**config.mk**
```make
export PLATFORM = sky130hd
export DESIGN_NAME = hmq_ram
export DESIGN_NICKNAME = d
export VERILOG_FILES = /design/src/rtl/core/hmq_ram.sv
export SDC_FILE = /design/constraint.sdc
export NUM_CORES = 1
export LEC_CHECK = 0
export ABC_AREA = 1
export BUFFER_PORTS_ARGS = -buffer_cell sky130_fd_sc_hd__buf_2
export CAP_MARGIN = 0
export CORE_MARGIN = 2
export CORE_UTILIZATION = 53
export CTS_CLUSTER_DIAMETER = 80
export DETAILED_ROUTE_END_ITERATION = 10
export PLACE_DENSITY = 0.8
export SYNTH_ARGS = -nofsm -noshare
export SYNTH_HDL_FRONTEND = slang
export SYNTH_SLANG_ARGS = --single-unit
```
**constraint.sdc**
```tcl
create_clock -name clk -period 1.8 [get_ports clk]
set_clock_uncertainty 0.15 [all_clocks]
set_input_delay 0.45 -clock clk [delete_from_list [all_inputs] [get_ports clk]]
set_output_delay 0.45 -clock clk [all_outputs]
set_load 0.005 [all_outputs]
```
**src/rtl/core/hmq_ram.sv**
```systemverilog
// Generic single-write, single-read memory with registered read data.
// Holds the entries of one heap level half; no dependencies.
`default_nettype none

module hmq_ram #(
  parameter int WORDS = 2,
  parameter int WIDTH = 8,
  parameter int AW    = (WORDS > 1) ? $clog2(WORDS) : 1
) (
  input  wire logic             clk,
  input  wire logic             we,
  input  wire logic [AW-1:0]    waddr,
  input  wire logic [WIDTH-1:0] wdata,
  input  wire logic             re,
  input  wire logic [AW-1:0]    raddr,
  output logic      [WIDTH-1:0] rdata
);

  logic [WIDTH-1:0] mem [WORDS];

  // Write port.
  always_ff @(posedge clk) begin
    if (we) begin
      mem[waddr] <= wdata;
    end
  end

  // Registered read port.
  always_ff @(posedge clk) begin
    if (re) begin
      rdata <= mem[raddr];
    end
  end

endmodule

`default_nettype wire

```
; Yosys cells after proc, flatten, opt, wreduce, memory -nomap -nowiden
; Memories as Yosys holds them, arrays and structs flattened. A register that Yosys moved wholly into a read port is not among the register bits.
; Index checks and enable logic that the tools add are counted.
; Widths: inputs -> output; s select.
[totals]
reg_bits = 0
ram_bits = 16
n_memories = 1
[memory_table]
columns = name, depth, word_bits, read_ports, rd_clocked_by_memory_dff, wr, line
row1 = mem, 2, 8, 1, 1, 1, 19  ; logic [WIDTH-1:0] mem [WORDS];
[classes]
n_mux = 2
[op_table]
columns = cell, n
row1 = $mux 1, 2

; Depth between registers and ports, before layout
; Gate-level depths: netlist of run 1.
[depth]
ltp_word = 2
depth_mapped = 4
depth_no_buf = 3

; Least setup slack after synthesis of run 1
; No wires, ideal clock.
[synth_timing]
kind = input to register
start = input we
end = memory mem[0][0], enable pin
setup_time_ps = 371
arrival_time_ps = 839
path_slack_ps = 440
stages = 2
path_cell_list = inv_1 > nor2_1
[synth_between]
elab_chain_cells = 2
[synth_rtl]
columns = element, line
row1 = start: declaration, 11  ; input wire logic we,
row2 = $mux 1, 23  ; if (we) begin
row3 = $mux 1 (implied by the code), 24  ; mem[waddr] <= wdata;
row4 = end: declaration, 19
; Every way passes these cells.

; Worst setup path in the final report of run 1
[layout_timing]
start = register rdata[2], read port of mem
end = output rdata[2]
[layout_lines]
columns = element, line
row1 = start: declaration, 16  ; output logic [WIDTH-1:0] rdata
; No word-level cell between the ends.

==> results of run 1 <==
[metrics by stage]
stage | area, um^2 | cells
after floorplan | 840.8 | 54
after global placement | 957.2 | 90
after detailed placement | 957.2 | 90
after CTS | 1010 | 94
after global routing | 1010 | 94
final | 1010 | 94
[cell families (layout without fill, tap and decap cells)]
family | after synthesis | after routing | synth area share
DFF | 24 | 24 | 0.8571
buffers and inverters | 4 | 28 | 0.02678
and+or+nand+nor | 26 | 26 | 0.1161
[path summary, 6_finish.rpt]
path	from	endpoint	slack (ps)	cells after the start
max	rdata[2]	rdata[2]	390	1
max reg2reg	mem[0][3]	rdata[3]	910	2
min reg2reg	mem[0][1]	rdata[1]	390	2
min	wdata[6]	mem[0][6]	180	1
[where the power goes]
part           switching (uW)  internal [uW]  total [uW]
sequential               8.58            659         667
combinational            35.1           26.6        61.8
clock                     153            225         378
[layout make-up]
class                      count  area share
clock inverter                 1     0.02974
timing repair buffer          21      0.1066
multi-input combinational     26     0.09665
inverter                       3     0.01115
sequential                    24      0.7138
clock buffer                   3     0.02230
tap                           16     0.01983
[layer usage]
metal | wire length [um] | share of wire | up-vias | track usage
li1 | - | - | 230 | -
met4 | 11 | 0.010 | 0 | 0.05455
met1 | 463 | 0.44 | 195 | 0.1301
met2 | 532 | 0.50 | 12 | 0.2235
met5 | 0 | 0 | - | 0
met3 | 54 | 0.051 | 2 | 0.02500
[synth_stat cells]
cell,n,area share
nand2_1,25,0.11
edfxtp_1,24,0.86
inv_1,2,0.0089
buf_6,1,0.013
inv_2,1,0.0045
nor2_1,1,0.0045
[registers in the layout, indices dropped and copies added (netlist names)]
register and flops:
mem 16, rdata 8
==> metrics.yaml, run 1 <==
outcome: "completed"
place_ws_ps: 493.8
synth_seq_cells: 24
critPathBufInv: 1
cts_made_buffers: 3
grt_pass1_wl_um: 1656
post-cts-setup-buffers: 0
final_cell_mix: "nand2_1 (25), edfxtp_1 (24), buf_2 (20)"
grt_overflow: 0
synth_area_per_cell_um2: 15.57
wl_per_cell_um: 11.30
fin_crit_ps: 1409
nNetsFinal: 92
critPathCaptureType: "primary output"
synth_area_um2: 840.8
clk_pin_slew_ps: 130
ir_worst_vdd_uv: 571.8
globalplace.congestion: 0.6516
finalSetupViolCount: 0
criticalPathCategory: "reg2out"
ys_seq_area_frac: 0.8571
startpoint_type: "flop"
drtAntennaViolNets: 0
slew_viol_final: 0
clk_latency_ps: 300
path_max_fanout: 1
firstDrtPassIters: 4
grt_use_total: 0.1208
drive_gt1_frac: 0.3333
yosys.cell_types.count: 6
p_leak_uw: 0.0004341
critical_path.top_delay_family: "flip-flops"
rsz0062_at_grt: "no"
io_buffers: 20
tns_ps: 0
cts_sinks: 24
worst_pin_slew_ps: 296.8
relSlewSlack: 0.8019
powerDensity_nw_per_um2: 1097
grt_pass1_vias: 422
crit_path_max_incr_delay_ps: 380
n_antenna_cell: 0
h-tree-depth: 1
cts_buffer_depth: 2
ys_warn_count: 0
initial_utilization: 0.5647
vias: 439
power_uw: 1107
cts_tree: "yes"
cpMaxStageDelayCell: "edfxtp_1"
mostFrequentLayoutCell: "nand2_1"
root_buffer: "clkbuf_4"
wirelength_um: 1062
max_cap_viol_count: 0
dieArea_um2: 1921
area_growth_pct: 20.09
die_x_um: 43.83
max_freq_mhz: 709.8
worstPathRequired_ps: 1200
hold_viol_final: 0
synthesis.nets: 67
ios: 21
post_cts_resized: 0
drc: 0
via_per_inst: 4.670
fin_ws_ps: 391.2
ctsHoldBuffers: 0
grt_max_degree: 15
hpwl_um: 788.3
syn_inst: 54
multi_input_area_um2: 97.59
fill_cells: 106
utilization: 0.6782
drtIter0Drc: 4
core_um2: 1489
die_height_um: 43.83
crit_arrival_ps: 810
row_count: 14
whs_ps: 175.2
antenna_found_initial: 0
crit_chain: "buf_2"
finalCritPeriodShare: 0.7827
ff_latch_area_um2: 720.7
hold_class: "in2reg"
Note: power is estimated with default switching activity, not from simulation.
==> run 2, diff against run 1 <==
==> config.mk (replaced) <==
export PLATFORM = sky130hd
export DESIGN_NAME = hmq_ram
export DESIGN_NICKNAME = d
export VERILOG_FILES = /design/src/rtl/core/hmq_ram.sv
export SDC_FILE = /design/constraint.sdc
export NUM_CORES = 1
export LEC_CHECK = 0
export ABC_AREA = 0
export BUFFER_PORTS_ARGS = -buffer_cell sky130_fd_sc_hd__buf_2
export CAP_MARGIN = 0
export CORE_MARGIN = 2
export CORE_UTILIZATION = 50
export CTS_CLUSTER_DIAMETER = 80
export DETAILED_ROUTE_END_ITERATION = 10
export PLACE_DENSITY = 0.75
export SYNTH_ARGS = -nofsm -noshare
export SYNTH_HDL_FRONTEND = slang
export SYNTH_SLANG_ARGS = --single-unit
==> constraint.sdc (replaced) <==
create_clock -name clk -period 1.5 [get_ports clk]
set_clock_uncertainty 0.15 [all_clocks]
set_input_delay 0.375 -clock clk [delete_from_list [all_inputs] [get_ports clk]]
set_output_delay 0.375 -clock clk [all_outputs]
set_load 0.005 [all_outputs]
==> run 2 against run 1 <==
Net effect: sequential power grew 20%; sequential share of layout area grew 0.088 points; worst hold slack worse by 80 ps; routed wire length decreased by 7.3%.
==> metrics.yaml, run 2 <==
row_count: 15  # was 14
vias: 384  # was 439
grt_pass1_vias: 321  # was 422
grt_max_degree: 14  # was 15
ys_warn_count: 0  # unchanged
synth_area_per_cell_um2: 24.70  # was 15.57 um^2
cts_sinks: 24  # unchanged
power_uw: 1160  # was 1107 uW
initial_utilization: 0.5176  # was 0.5647
slew_viol_final: 0  # unchanged
ys_seq_area_frac: 0.8336  # was 0.8571
ff_latch_area_um2: 720.7  # unchanged
synthMostInstantiatedCell: "edfxtp_1"  # was nand2_1
critPathBufInv: 1  # unchanged
clk_pin_slew_ps: 110  # was 130 ps
net-switching-power_uw: 219.4  # was 197.0 uW
ys.flop_type: "edfxtp_1"  # unchanged
synth_top_area_cell: "edfxtp_1"  # unchanged
io_buffers: 20  # unchanged
regMostFlops: "mem"  # unchanged
finalSetupViolCount: 0  # unchanged
fill_cells: 113  # was 106
drive_gt1_frac: 0.5424  # was 0.3333
intPower_uw: 940.7  # was 910.2 uW
ir_worst_vdd_uv: 611.1  # was 571.8 uV
critical_path.top_delay_family: "flip-flops"  # unchanged
max_freq_mhz: 748.6
finalCritPeriodShare: 0.8905
worst_pin_slew_ps: 371.7  # was 296.8 ps
crit_arrival_ps: 810  # about the same
globalplace.congestion: 0.6001  # was 0.6516
place_ws_ps: 144.1  # was 493.8 ps
crit_cells: 1  # unchanged
crit_path_max_incr_delay_ps: 370  # was 380 ps
syn_inst: 35  # was 54
rsz0062_at_grt: "no"  # unchanged
hold_class: "in2reg"  # unchanged
grt_pass1_wl_um: 1414  # was 1656 um
dieArea_um2: 2078  # was 1921 um^2
die_x_um: 45.59  # was 43.83 um
powerDensity_nw_per_um2: 1150  # was 1097 nW/um^2
grt_overflow: 0  # unchanged
cts_tree: "yes"  # unchanged
synthesis.nets: 48  # was 67
ys_async_sr_fraction: 0  # unchanged
final_cell_mix: "edfxtp_1 (24), buf_2 (20), mux2_4 (8)"  # was nand2_1 (25), edfxtp_1 (24), buf_2 (20)
r2r_slack_ps: 430  # was 910 ps
via_per_inst: 5.053  # was 4.670
ctsHoldBuffers: 0  # unchanged
ios: 21  # unchanged
relSlewSlack: 0.7522  # was 0.8019
drtIter0Drc: 5  # was 4
die_height_um: 45.59  # was 43.83 um
max_cap_viol_count: 0  # unchanged
pwr-share-clk: 0.233  # was 0.342
startpoint_type: "flop"  # unchanged
post-cts-setup-buffers: 0  # unchanged
multi_input_area_um2: 132.6  # was 97.59 um^2
synth_top_area_share: 0.8336  # was 0.8571
hold_viol_final: 0  # unchanged
yosys.cell_types.count: 5  # was 6
pwr-share-seq: 0.691  # was 0.603
criticalPathCategory: "reg2out"  # unchanged
fin_ws_ps: 164.3  # was 391.2 ps
synth_common_cells: "edfxtp_1 (24), mux2_4 (8), and2_1 (1), buf_6 (1), nor2b_1 (1)"  # was nand2_1 (25), edfxtp_1 (24), inv_1 (2)
min_path_cells: 1  # unchanged
fin_crit_ps: 1336
n_antenna_cell: 0  # unchanged
pwr-share-comb: 0.076  # was 0.056
wl_per_cell_um: 12.95  # was 11.30 um
h-tree-depth: 1  # unchanged
reg_top3: "mem (16), rdata (8)"  # unchanged
crit_chain: "buf_2"  # unchanged
synth_seq_cells: 24  # unchanged
critPathCaptureType: "primary output"  # unchanged
p_sw_frac: 0.1891  # was 0.1780
outcome: "completed"  # unchanged
worstPathRequired_ps: 970  # was 1200 ps
synth_edf_count: 24  # unchanged
tns_ps: 0  # unchanged
root_buffer: "clkbuf_4"  # unchanged
path_max_fanout: 1  # unchanged
r2r_cells: 1  # was 2
clk_latency_ps: 310  # was 300 ps
wirelength_um: 984  # was 1062 um
firstDrtPassIters: 4  # unchanged
largest_reg_flops: 16  # unchanged
cts_made_buffers: 3  # unchanged
cpMaxStageDelayCell: "edfxtp_1"  # unchanged
post_cts_resized: 0  # unchanged
nNetsFinal: 73  # was 92
p_leak_uw: 0.0003982  # was 0.0004341 uW
drtAntennaViolNets: 0  # unchanged
drc: 0  # unchanged
area_growth_pct: 16.64  # was 20.09%
synth_area_um2: 864.6  # was 840.8 um^2
dpl-instance-area_um2: 982.2  # was 957.2 um^2
grt_use_total: 0.1074  # was 0.1208
mostFrequentLayoutCell: "edfxtp_1"  # was nand2_1
synth_area_leaders: "edfxtp_1 (83%), mux2_4 (14%), buf_6 (1.3%)"  # was edfxtp_1 (86%), nand2_1 (11%), buf_6 (1.3%)
finalInstanceArea_um2: 1008  # was 1010 um^2
antenna_found_initial: 0  # unchanged
core_um2: 1670  # was 1489 um^2
cts_buffer_depth: 2  # unchanged
## run 2: cell count changes in the layout (fill, tap and decap cells not counted)
cell       before  now
and2_1          0    1
nor2b_1         0    1
mux2_4          0    8
nor2_1          1    0
clkinv_1        0    1
bufinv_16       1    0
inv_1           2    0
inv_2           1    0
nand2_1        25    0
## run 2: per-layer routing
| metal | track usage | wire [um] | vias up |
|---|---|---|---|
| li1 | - | - | 186 |
| met2 | 0.1606 | 491 | 20 |
| met4 | 0.07059 | 22 | 0 |
| met3 | 0.04762 | 60 | 2 |
| met1 | 0.1240 | 409 | 176 |
| met5 | 0 | 0 | - |
## run 2: final timing paths
| check | from | endpoint |
|---|---|---|
| setup / recovery | rdata[6] | rdata[6] |
| hold / removal | wdata[6] | mem[1][6] |
| setup reg to reg | mem[0][5] | rdata[5] |
| hold reg to reg | mem[0][2] | rdata[2] |
## run 2: kinds of logic (layout without fill, tap and decap cells)
logic type | after synthesis | in the layout | synth area share
buffers and inverters | 1 | 25 | 0.01302
flip-flops | 24 | 24 | 0.8336
multiplexers | 8 | 8 | 0.1389
AND/OR/NAND/NOR | 2 | 2 | 0.01448
## run 2: metrics by stage
step,utilization,std cells,hold WS (ps)
2_1_floorplan,-,35,323.9
3_3_place_gp,0.5880,72,380.1
3_5_place_dp,0.5880,72,387.2
4_1_cts,0.6037,76,83.53
5_1_grt,0.6037,76,74.10
6_report,0.6037,76,95.26
## run 2: cell type report
cell class              instances  area share
clock buffers                   3     0.02233
clock inverters                 1    0.003722
multi-input cells              10      0.1315
flip-flops and latches         24      0.7146
well taps                      17     0.02109
repair buffers                 21      0.1067
## run 2: power groups by stage
| stage | clock (uW) | sequential, uW | combinational (uW) |
|---|---|---|---|
| finish | 270 | 802 | 88.1 |
| global route | 305 | 807 | 95.9 |
| CTS | 284 | 803 | 89.7 |
| detailed placement | 0 | 818 | 89.5 |
| global placement | 0 | 817 | 85.8 |
| floorplan | 0 | 819 | 45.9 |
