<file path="config.mk">
export PLATFORM = sky130hd
export DESIGN_NAME = hmq_cell
export DESIGN_NICKNAME = d
export VERILOG_FILES = /design/src/rtl/core/hmq_pkg.sv /design/src/rtl/core/hmq_cell.sv
export SDC_FILE = /design/constraint.sdc
export NUM_CORES = 1
export LEC_CHECK = 0
export BUFFER_PORTS_ARGS = -buffer_cell sky130_fd_sc_hd__buf_2
export CORE_MARGIN = 1.5
export CORE_UTILIZATION = 39
export DETAILED_ROUTE_END_ITERATION = 10
export GPL_TIMING_DRIVEN = 0
export PLACE_DENSITY = 0.84
export SLEW_MARGIN = 30
export SYNTH_ARGS = -nofsm -noshare
export SYNTH_HDL_FRONTEND = slang
export SYNTH_SLANG_ARGS = --single-unit
</file>
<file path="constraint.sdc">
create_clock -name vclk -period 5.4
set_clock_uncertainty 0.15 [all_clocks]
set_input_delay 1.08 -clock vclk [all_inputs]
set_output_delay 1.08 -clock vclk [all_outputs]
set_load 0.01 [all_outputs]
</file>
<file path="src/rtl/core/hmq_pkg.sv">
// Package for the binary min-heap queue: sizes, status and operation codes,
// item structs and the control enum. No dependencies; the top level and the compare cell import it.
`default_nettype none

package hmq_pkg;

  // Heap size and field widths.
  localparam int DEPTH  = 64;
  localparam int KEY_W  = 16;
  localparam int DATA_W = 32;

  // Count width, number of heap levels and derived index widths.
  localparam int CNT_W  = $clog2(DEPTH + 1);
  localparam int NLEV   = $clog2(DEPTH + 1);
  localparam int LEV_W  = (NLEV > 1) ? $clog2(NLEV) : 1;
  localparam int SLOT_W = NLEV - 1;
  localparam int POS_W  = NLEV + 1;

  // Operation codes.
  localparam logic FUNC_INSERT = 1'b0;
  localparam logic FUNC_REMOVE = 1'b1;

  // Status codes.
  localparam logic [1:0] ST_OK    = 2'd0;
  localparam logic [1:0] ST_EMPTY = 2'd1;
  localparam logic [1:0] ST_FULL  = 2'd2;

  typedef struct packed {
    logic                     func;
    logic signed [KEY_W-1:0]  priority_req;
    logic        [DATA_W-1:0] item_data;
  } hmq_in_t;

  typedef struct packed {
    logic        [1:0]        status;
    logic signed [KEY_W-1:0]  removed_priority;
    logic        [DATA_W-1:0] removed_data;
    logic        [CNT_W-1:0]  entry_total;
    logic                     queue_empty;
    logic        [DATA_W-1:0] head_data;
  } hmq_out_t;

  // One heap entry.
  typedef struct packed {
    logic signed [KEY_W-1:0]  key;
    logic        [DATA_W-1:0] data;
  } hmq_entry_t;

  // Decision of one level cell: move the entry, which child, what moves.
  typedef struct packed {
    logic       move;
    logic       side;
    hmq_entry_t pick;
  } hmq_dec_t;

  typedef enum logic [2:0] {
    S_IDLE,
    S_LOAD,
    S_UP,
    S_DOWN,
    S_REPLY
  } hmq_state_t;

  // Level of a heap position, given the position plus one.
  function automatic logic [LEV_W-1:0] pos_lev(input logic [CNT_W-1:0] p1);
    logic [LEV_W-1:0] lev;
    lev = '0;
    for (int i = 0; i < CNT_W; i++) begin
      if (p1[i]) lev = LEV_W'(i);
    end
    return lev;
  endfunction

  // Slot within its level of a heap position, given the position plus one.
  function automatic logic [SLOT_W-1:0] pos_slot(input logic [CNT_W-1:0] p1);
    logic [CNT_W-1:0] msk;
    msk = CNT_W'(1) << pos_lev(p1);
    return SLOT_W'(p1 & ~msk);
  endfunction

endpackage

`default_nettype wire

</file>
<file path="src/rtl/core/hmq_cell.sv">
// Compare cell of one heap level: decides a sift step against the pair
// of entries read from its level. Depends on hmq_pkg.
`default_nettype none

module hmq_cell
  import hmq_pkg::*;
(
  input  wire logic       down,
  input  wire logic [KEY_W-1:0] tok_key,
  input  wire hmq_entry_t left,
  input  wire hmq_entry_t right,
  input  wire logic       rgt_ok,
  input  wire logic       par_side,
  output hmq_dec_t        dec
);

  logic signed [KEY_W-1:0] tk;
  hmq_entry_t              child;
  logic                    child_side;
  hmq_entry_t              parent;

  assign tk = $signed(tok_key);

  // Sifting down takes the smaller child; a tie goes to the right one.
  always_comb begin
    if (rgt_ok && !($signed(left.key) < $signed(right.key))) begin
      child      = right;
      child_side = 1'b1;
    end else begin
      child      = left;
      child_side = 1'b0;
    end
  end

  // Sifting up compares against the parent, which sits on one side of the pair.
  assign parent = par_side ? right : left;

  always_comb begin
    if (down) begin
      dec.move = tk > $signed(child.key);
      dec.side = child_side;
      dec.pick = child;
    end else begin
      dec.move = tk < $signed(parent.key);
      dec.side = par_side;
      dec.pick = parent;
    end
  end

endmodule

`default_nettype wire
</file>
Word-level counts from Yosys, hierarchy flattened
Index checks and enable logic that the tools add are counted.

cells by class
  $lt $le $gt $ge = 3
  muxes and demuxes = 4
  reductions and logical operators = 2

operator list
  operator             count
  $mux W48             2
  $mux W50             1
  $lt A16 B16 Y1       2
  $gt A16 B16 Y1       1
  $logic_and A1 B1 Y1  1
  $logic_not A1 Y1     1
  $mux W1              1

word-level totals
  register bits after elaboration = 0
  input port bits = 115
  output and inout bits = 50
  word-level logic and storage cells = 9

Longest topological paths before layout
Gate-level depths: netlist (run 1).

  depth after elaboration = 6
  gate-level depth with buffers = 18
  mapped depth without buffers = 15

Least setup slack after synthesis (run 1)
No wires, ideal clock.

  path type = input -> output
  start = input right[47] in the netlist's numbering
  end = output dec[49] in the netlist's numbering
  data arrival time = 4337 ps
  required time = 4170 ps
  setup slack = -167 ps
  stages = 17
  buffers on the path = 3
  path through = inv_1 ha_1 buf_6 a21oi_1 o21ai_0 a21oi_1 and3_1 buf_6 mux2i_4 buf_12 mux2i_1 ha_1 a21oi_1 o21ai_0 a221oi_1 a21oi_1 o311ai_0

RTL lines
  element          line            source
  start, declared  hmq_cell.sv:11  input wire hmq_entry_t right,
  end, declared    hmq_cell.sv:14  output hmq_dec_t dec

==> key figures, run 1 <==
Run status
  – Status: finished, violations left
  – Failing checks: negative setup slack

Power
  – Sequential group share of total power: 0
  – Net Switching: 0.2063 mW
  – Worst IR Drop VDD: a little under 0.06 mV
  – LEAKAGE: 1.861 nW
  – Clock network power share: 0
  – PwrDens: approximately 120 mW/mm2
  – Sw frac: 0.4943
  – Internal power: 0.2110 mW
  – Logic gate share of total power: 1.000

Finish
  – CLK BUF: 0
  – Area delta synth->final: 60.10%
  – Seq_cells: 0
  – Diode count: 0
  – Fill count: 470
  – Most common cell after layout, fill and taps aside: buf_2
  – Final design instance area without fill: 0.003620 mm2
  – Most frequent cells in the layout: 149 x buf_2, 44 x nand2_1, 36 x ha_1
  – Post-layout util: 0.6533
  – Layout Nets: 622
  – FF+latch area: 0 um2
  – Fraction of layout cells with a size suffix above 1: 0.5686

GRT
  – All-Layer GR Usage: 0.2362
  – Largest net degree at the start of global routing: 11
  – Initial antenna violation count: 0
  – Number of global-route vias before repair: 2727
  – First-pass GRT wire length: 12110 um
  – GRT Residual Overflow: 0

Die
  – Num rows: 27
  – Num ports: 165
  – Starting Density: 0.4081
  – Die ar.: 0.006263 mm2
  – Core Area: 0.005540 mm2
  – DIE WIDTH: 79.14 um
  – Height of the die: 79.14 um

Synthesis
  – Post-Syn Nets: 446
  – Seq/Total Area, Yosys: 0
  – Synth top area cells: ha_1 25%, mux2_2 16%, mux2i_1 14%, nand2_1 7.5%, o221ai_1 6.2%
  – Synth Instances: 285
  – Post-Syn Area: 0.002261 mm2
  – Top cell type's share of synthesized area: 0.2546
  – Avg Inst Size Synth: 7.933 um2
  – Area leader, netlist: ha_1
  – Distinct cells, synth: 37
  – Yosys warning count: 0

Worst setup path
  – Worst Path Arrival: 4.34 ns
  – CP Class: in2out
  – Worst Setup Start Kind: input port
  – WP data required: 4.17 ns
  – Crit end category: output port
  – Critical-path maximum fanout: 5

Hold path
  – Worst Hold Class: in2out

STA
  – Final hold vios: 0
  – Fin crit share: 1.031
  – Final Critical Period: 5.570 ns
  – Final setup fails: 1
  – RSZ-0062 raised after global routing: yes
  – Worst-Margin Slew: about 0.7 ns
  – Crit path setup slack, layout: -0.1698 ns
  – Worst slew margin: 0.5323
  – Max Transition Viols Final: 0
  – Max Fclk: 0.1795 GHz

Detailed routing
  – Routed WL: approximately 8400 um
  – Post-route ant nets: 0
  – Detailed Routing Iterations Pass 1: 4
  – 1st-iter DRT viols: 113
  – DR DRC count: 0
  – Vias after detailed routing: 2857
  – WL/cell: 15.83 um
  – Via/cell ratio: approximately 5.4

Place
  – Hpwl dp: 6507 um
  – Final GP Congestion: 0.9004
  – Placed Area: 0.003186 mm2
  – IO buf count: approximately 160
  – Place WS: -0.7050 ns

Clock tree
  – Hold buffer count at CTS: 0

Job
  – Max-Cap Viols: 0
routing by layer:
layer / part of all wire / global-route usage
met4: 0.012 / 0.03684
met1: 0.42 / 0.3059
met5: 0 / 0
met2: 0.51 / 0.4282
met3: 0.058 / 0.02069
kinds of logic (layout without fill, tap and decap cells):
kind of cell,Yosys count,in the layout,share of synthesized area
simple gates,66,66,0.1428
mux,64,64,0.3066
compound gates,58,58,0.1815
buf+inv,50,224,0.1074
fa+ha+maj,46,46,0.2546
xor+xnor,1,1,0.007196
cell type report:
class              count  area (um2)  area share
well taps             72       90.09     0.02489
multi-input cells    235        2285      0.6312
inverters             35       141.4     0.03906
plain buffers         13       95.09     0.02627
repair buffers       176        1008      0.2786
critical path, stage by stage:
cell and delay [ns]:
buf_4 0.12, inv_1 0.05, ha_1 0.30, a21oi_2 0.13, o21ai_1 0.10, a21oi_1 0.16, and3_4 0.24, mux2i_4 0.32
buf_12 0.18, mux2i_4 0.27, ha_4 0.24, a21oi_4 0.14, o21ai_2 0.07, a221oi_2 0.32, nand2_1 0.10, nor4b_2 0.25
o311ai_2 0.11, buf_2 0.16
power by group through the flow:
stage	Sequential [mW]	Clock (mW)	Combinational, mW
global placement	0	0	0.341
detailed placement	0	0	0.350
CTS	0	0	0.389
global route	0	0	0.455
finish	0	0	0.417
floorplan	0	0	0.219
stage by stage:
stage | instances | power [mW] | hold slack, ns | setup TNS, ns
after floorplan | 285 | 0.2186 | 2.140 | 0
after global placement | 521 | 0.3411 | 2.318 | -0.6513
after detailed placement | 521 | 0.3502 | 2.318 | -0.7050
after CTS | 530 | 0.3892 | 2.320 | -0.1764
after global routing | 531 | 0.4546 | 2.330 | -0.3305
final | 531 | 0.4173 | 2.320 | -0.1698
synthesized netlist by cell type, types with 2 or more instances:
cell type and number:
o21ai_0 7, a31oi_1 3, o211ai_1 3, inv_1 35, a221o_1 3, and2_1 2, nand4_1 5, nor2_1 3
and4_1 2, nor2b_1 3, a21oi_1 16, a21o_1 3, ha_1 46, buf_4 4, clkbuf_1 6, mux2_2 32
nand2_1 45, buf_6 3, o221ai_1 16, mux2i_1 31
path summary, 6_finish.rpt:
kind	startpoint	endpoint	slack [ns]	cells past startpoint
worst max-delay path	right[39]	dec[49]	-0.17	18
worst min-delay path	left[25]	dec[25]	2.32	3
timing repair:
action / in CTS / in global routing
gates cloned: 1 / 0
gates resized for setup: 49 / 42
setup buffers: 9 / 3
endpoints found under the setup margin: 1 / 1
pin swaps: 20 / 22
Note: power is estimated with default switching activity, not from simulation.
==> run 2: changes to the inputs <==
--- a/config.mk
+++ b/config.mk
@@ -5,12 +5,13 @@
 export SDC_FILE = /design/constraint.sdc
 export NUM_CORES = 1
 export LEC_CHECK = 0
+export ABC_AREA = 1
 export BUFFER_PORTS_ARGS = -buffer_cell sky130_fd_sc_hd__buf_2
 export CORE_MARGIN = 1.5
-export CORE_UTILIZATION = 39
+export CORE_UTILIZATION = 40
 export DETAILED_ROUTE_END_ITERATION = 10
 export GPL_TIMING_DRIVEN = 0
-export PLACE_DENSITY = 0.84
+export PLACE_DENSITY = 0.78
 export SLEW_MARGIN = 30
 export SYNTH_ARGS = -nofsm -noshare
 export SYNTH_HDL_FRONTEND = slang
==> key figures, run 2 <==
Run status
  – Status: finished clean

Finish
  – Fraction of layout cells with a size suffix above 1: 0.2526
  – CLK BUF: 0
  – Layout Nets: 943
  – Area delta synth->final: 29.80%
  – Most common cell after layout, fill and taps aside: nand2_1
  – FF+latch area: 0 um2
  – Most frequent cells in the layout: 173 x nand2_1, 172 x buf_2, 108 x inv_1
  – Final design instance area without fill: a little over 0.004 mm2
  – Finished Layout Cells: 882
  – Post-layout util: 0.5345
  – Seq_cells: 0
  – Diode count: 0

Synthesis
  – Post-Syn Area: 0.003166 mm2
  – Top post-synthesis cells by count: 173 x nand2_1, 108 x inv_1, 52 x nand3_1
  – Area leader, netlist: nand2_1
  – XOR/XNOR Fraction of Synth Area: 0
  – Post-Synth Simple-Gate Area: 0.4490
  – Top-count cell post-synth: nand2_1
  – Avg Inst Size Synth: around 5 um2
  – Yosys warning count: 0
  – Top cell type's share of synthesized area: 0.2051
  – Post-Syn Nets: 778
  – Multiplexer share of the synthesized area: 0
  – Compound-Gate Fraction of Synth Area: 0.1783
  – Distinct cells, synth: 27
  – Synth Instances: around 600
  – Area share of fa/ha/maj cells after synthesis: 0.1818
  – Main combinational cell family by area after synthesis: simple AND/OR/NAND/NOR gates
  – Seq/Total Area, Yosys: 0
  – Synth top area cells: nand2_1 21%, ha_1 18%, inv_1 13%, nand4_1 9.9%, nand3_1 8.2%

Hold path
  – HP Start: left[30]
  – Worst Hold Class: in2out

GRT
  – Initial antenna violation count: 0
  – Largest net degree at the start of global routing: 11
  – Number of global-route vias before repair: 3768
  – All-Layer GR Usage: 0.2317
  – GRT Residual Overflow: 0
  – First-pass GRT wire length: ~17000 um

STA
  – Worst slew margin: 0.6270
  – Final setup fails: 0
  – Final hold vios: 0
  – RSZ-0062 raised after global routing: no
  – Smallest hold slack: 2.326 ns
  – Worst-Margin Slew: between 0.5 and 0.6 ns
  – Max Fclk: 0.1952 GHz
  – Max Transition Viols Final: 0
  – Crit path setup slack, layout: 0.2779 ns
  – Final Critical Period: slightly above 5 ns
  – Fin crit share: 0.9485
  – Post-route setup TNS: 0 ns

Power
  – Clock network power share: 0
  – Logic gate share of total power: 1.000
  – Sw frac: 0.5948
  – LEAKAGE: 2.639 nW
  – Power consumption: around 0.43 mW
  – Worst IR Drop VDD: 0.04212 mV
  – PwrDens: 105.2 mW/mm2
  – Sequential group share of total power: 0
  – Internal power: 0.1751 mW
  – Net Switching: 0.2571 mW

Die
  – Num ports: 165
  – Height of the die: around 92 um
  – Num rows: 32
  – DIE WIDTH: 91.96 um
  – Starting Density: 0.4118
  – Die ar.: 0.008457 mm2
  – Core Area: 0.007687 mm2

Place
  – Place WS: 0.3208 ns
  – Final GP Congestion: 0.9081
  – Placed Area: 0.004109 mm2
  – IO buf count: 163
  – Hpwl dp: 8510 um
  – Placed cell count: 882

Detailed routing
  – Detailed Routing Iterations Pass 1: 4
  – DR DRC count: 0
  – Vias after detailed routing: 4459
  – Via/cell ratio: 5.056
  – WL/cell: around 12 um
  – 1st-iter DRT viols: 143
  – Post-route ant nets: 0
  – Routed WL: ~10000 um

Job
  – Max-Cap Viols: 0

Worst setup path
  – WP data required: 4.17 ns
  – CP startpoint: right[47]
  – Critical-path maximum fanout: 10
  – Worst Setup Start Kind: input port
  – CP Class: in2out
  – Crit-path cells: buf_2, inv_1, ha_1, nand4_1, nor3_1, nand2_1, nand3_2, buf_2, nand4_1, nand2_1, ha_1, a21oi_1, o21ai_0, nand2_1, nand2_1, o21ai_0, nand3_1, nand3_1, nand2_1, buf_2
  – Cell mode on critical path: nand2_1
  – Critical Path Max Stage Delay: 0.36 ns
  – Critical-path top delay cell: ha_1
  – Crit end category: output port
  – Worst Path Arrival: 3.89 ns

Clock tree
  – Post-CTS Setup Inserts: 0
  – Hold buffer count at CTS: 0
  – Post_cts resized: 0
[run 2: path summary, 6_finish.rpt]
path,cells after the start,slack (ns),to
hold / removal,4,2.33,dec[30]
setup / recovery,20,0.28,dec[49]
[run 2: worst max-delay path, delay by kind of cell]
family                   cells  cell delay, ns
AO/OA/AOI/OAI                3            0.45
adder cells (fa/ha/maj)      2            0.60
buffers and inverters        4            0.53
AND/OR/NAND/NOR             11            1.23
[run 2: layout make-up]
cell class                      count  area (um2)
Buffer                             42       195.2
Multi-Input combinational cell    466        2561
Fill cell                         848        3578
Inverter                          109       409.1
Tap cell                          102       127.6
Timing Repair Buffer              163       815.8
[run 2: power by group through the flow]
| stage | logic [mW] | registers, mW | clock network [mW] |
|---|---|---|---|
| 2_1_floorplan | 0.279 | 0 | 0 |
| 3_3_place_gp | 0.425 | 0 | 0 |
| 3_5_place_dp | 0.430 | 0 | 0 |
| 4_1_cts | 0.432 | 0 | 0 |
| 5_1_grt | 0.493 | 0 | 0 |
| 6_report | 0.432 | 0 | 0 |
[run 2: logic make-up (layout without fill, tap and decap cells)]
family | count (synthesis) | in the layout
AO/OA/AOI/OAI | 110 | 110
adder cells (fa/ha/maj) | 46 | 46
buffers and inverters | 151 | 314
AND/OR/NAND/NOR | 310 | 310
[run 2: metal layers]
metal | track usage | vias up | wire (um)
met3 | 0.01658 | 8 | 748
met5 | 0 | - | 0
met4 | 0.02308 | 0 | 77
li1 | - | 2358 | -
met1 | 0.3338 | 1913 | 4913
met2 | 0.3877 | 180 | 4754
==> run 3: changes to the inputs <==
--- a/config.mk
+++ b/config.mk
@@ -10,6 +10,7 @@
 export CORE_MARGIN = 1.5
 export CORE_UTILIZATION = 40
 export DETAILED_ROUTE_END_ITERATION = 10
+export GPL_ROUTABILITY_DRIVEN = 0
 export GPL_TIMING_DRIVEN = 0
 export PLACE_DENSITY = 0.78
 export SLEW_MARGIN = 30
==> constraint.sdc (replaced) <==
create_clock -name vclk -period 4.4
set_clock_uncertainty 0.15 [all_clocks]
set_input_delay 0.88 -clock vclk [all_inputs]
set_output_delay 0.88 -clock vclk [all_outputs]
set_load 0.01 [all_outputs]
==> key figures, run 3 (same netlist as run 2, synthesis figures left out) <==
Detailed routing
  – DR DRC count: 0
  – WL/cell: approximately 13 um
  – Post-route ant nets: 0
  – Routed WL: 11250 um
  – Vias after detailed routing: 4619
  – 1st-iter DRT viols: 212
  – Detailed Routing Iterations Pass 1: 5
  – Via/cell ratio: 5.161

Worst setup path
  – CP startpoint: right[47]
  – Critical-path maximum fanout: 10
  – Buffer and inverter count on the worst path: 6
  – WP data required: 3.37 ns
  – Critical-path top delay cell: nor3_4
  – Worst Setup Start Kind: input port
  – Crit-path leading delay family: simple AND/OR/NAND/NOR gates
  – Cell mode on critical path: nand2_1
  – Worst Path Arrival: 3.61 ns
  – Critical Path Stages: 21
  – CP Class: in2out
  – Critical Path Max Stage Delay: 0.29 ns
  – Crit-path cells: buf_8, inv_6, ha_4, buf_12, a21oi_1, o21ai_1, nor2_2, buf_4, nand3_4, clkbuf_4, nand4_1, nand2_4, ha_4, nand4_1, nor3_4, o21ai_2, nand2_1, nand2_1, nand3_1, nand2_1, buf_2
  – Crit end category: output port

STA
  – Max Fclk: 0.2155 GHz
  – Max Transition Viols Final: 0
  – Final setup fails: 1
  – Worst-Margin Slew: 0.5768 ns
  – RSZ-0062 raised after global routing: yes
  – Final Critical Period: 4.641 ns
  – Final hold vios: 0
  – Fin crit share: 1.055
  – Worst slew margin: 0.6155
  – Crit path setup slack, layout: -0.2414 ns

Die
  – Num rows: 32
  – Die ar.: 0.008457 mm2
  – Height of the die: 91.96 um
  – Num ports: roughly 170
  – DIE WIDTH: roughly 92 um
  – Core Area: 0.007687 mm2
  – Starting Density: 0.4118

Finish
  – Diode count: 0
  – FF+latch area: 0 um2
  – Fill count: 780
  – Most frequent cells in the layout: 160 x nand2_1, 160 x buf_2, 96 x inv_1
  – Fraction of layout cells with a size suffix above 1: 0.3253
  – Seq_cells: 0
  – Finished Layout Cells: 895
  – CLK BUF: 0
  – Area delta synth->final: 45.65%
  – Layout Nets: about 960

Power
  – Worst IR Drop VDD: 0.05337 mV
  – LEAKAGE: 2.766 nW
  – PwrDens: about 130 mW/mm2
  – Power consumption: slightly above 0.6 mW

Place
  – Hpwl dp: 8510 um
  – Placed cell count: 882
  – IO buf count: 163

Hold path
  – Worst Hold Class: in2out
  – Worst Hold Depth: 4
  – HP Start: left[30]

GRT
  – First-pass GRT wire length: approximately 17000 um
  – Initial antenna violation count: 0
  – Number of global-route vias before repair: 3856
  – Largest net degree at the start of global routing: 11
  – GRT Residual Overflow: 0
  – All-Layer GR Usage: 0.2397

Run status
  – Failing checks: negative setup slack
  – Status: finished, violations left

Job
  – Max-Cap Viols: 0
==> run 3: cell type report <==
| cell class | instances | area (um2) | area share |
|---|---|---|---|
| timing repair buffer | 176 | 987.2 | 0.2141 |
| inverter | 109 | 416.7 | 0.09037 |
| tap | 102 | 127.6 | 0.02768 |
| multi-input combinational | 466 | 2856 | 0.6195 |
| buffer | 42 | 222.7 | 0.04830 |
==> run 3: routing by layer <==
metal / vias to the layer above / GRT usage / share of wire
met1: 2031 / 0.3373 / 0.45
met5: - / 0 / 0
met4: 0 / 0.01538 / 0.0049
met3: 6 / 0.01658 / 0.074
li1: 2385 / - / -
met2: 197 / 0.4154 / 0.47
==> run 3: path summary, 6_finish.rpt <==
| path | endpoint |
|---|---|
| setup / recovery | dec[49] |
| hold / removal | dec[30] |
==> run 3: report_power, final <==
part | internal, mW | switching (mW)
logic | 0.267 | 0.354
registers | 0 | 0
clock network | 0 | 0
==> run 3: per-stage QoR <==
stage	hold slack [ns]	instance area [um2]	setup TNS [ns]	setup WS, ns	utilization
after CTS	1.929	4249	-0.1057	-0.1057	0.5527
final	1.927	4611	-0.2414	-0.2414	0.5998
after detailed placement	1.927	4109	-0.2792	-0.2792	0.5345
after global routing	1.948	4611	-0.3702	-0.3702	0.5998
after global placement	1.928	4109	-0.2656	-0.2656	0.5345
after floorplan	1.760	3166	0	0.1766	-
==> run 3: timing repair <==
action,in CTS,in global routing
resized for setup,26,61
pin swaps,10,24
setup buffers,5,6
hold endpoints to repair,0,0
cloned,1,1
hold buffers,0,0
endpoints found under the setup margin,1,1
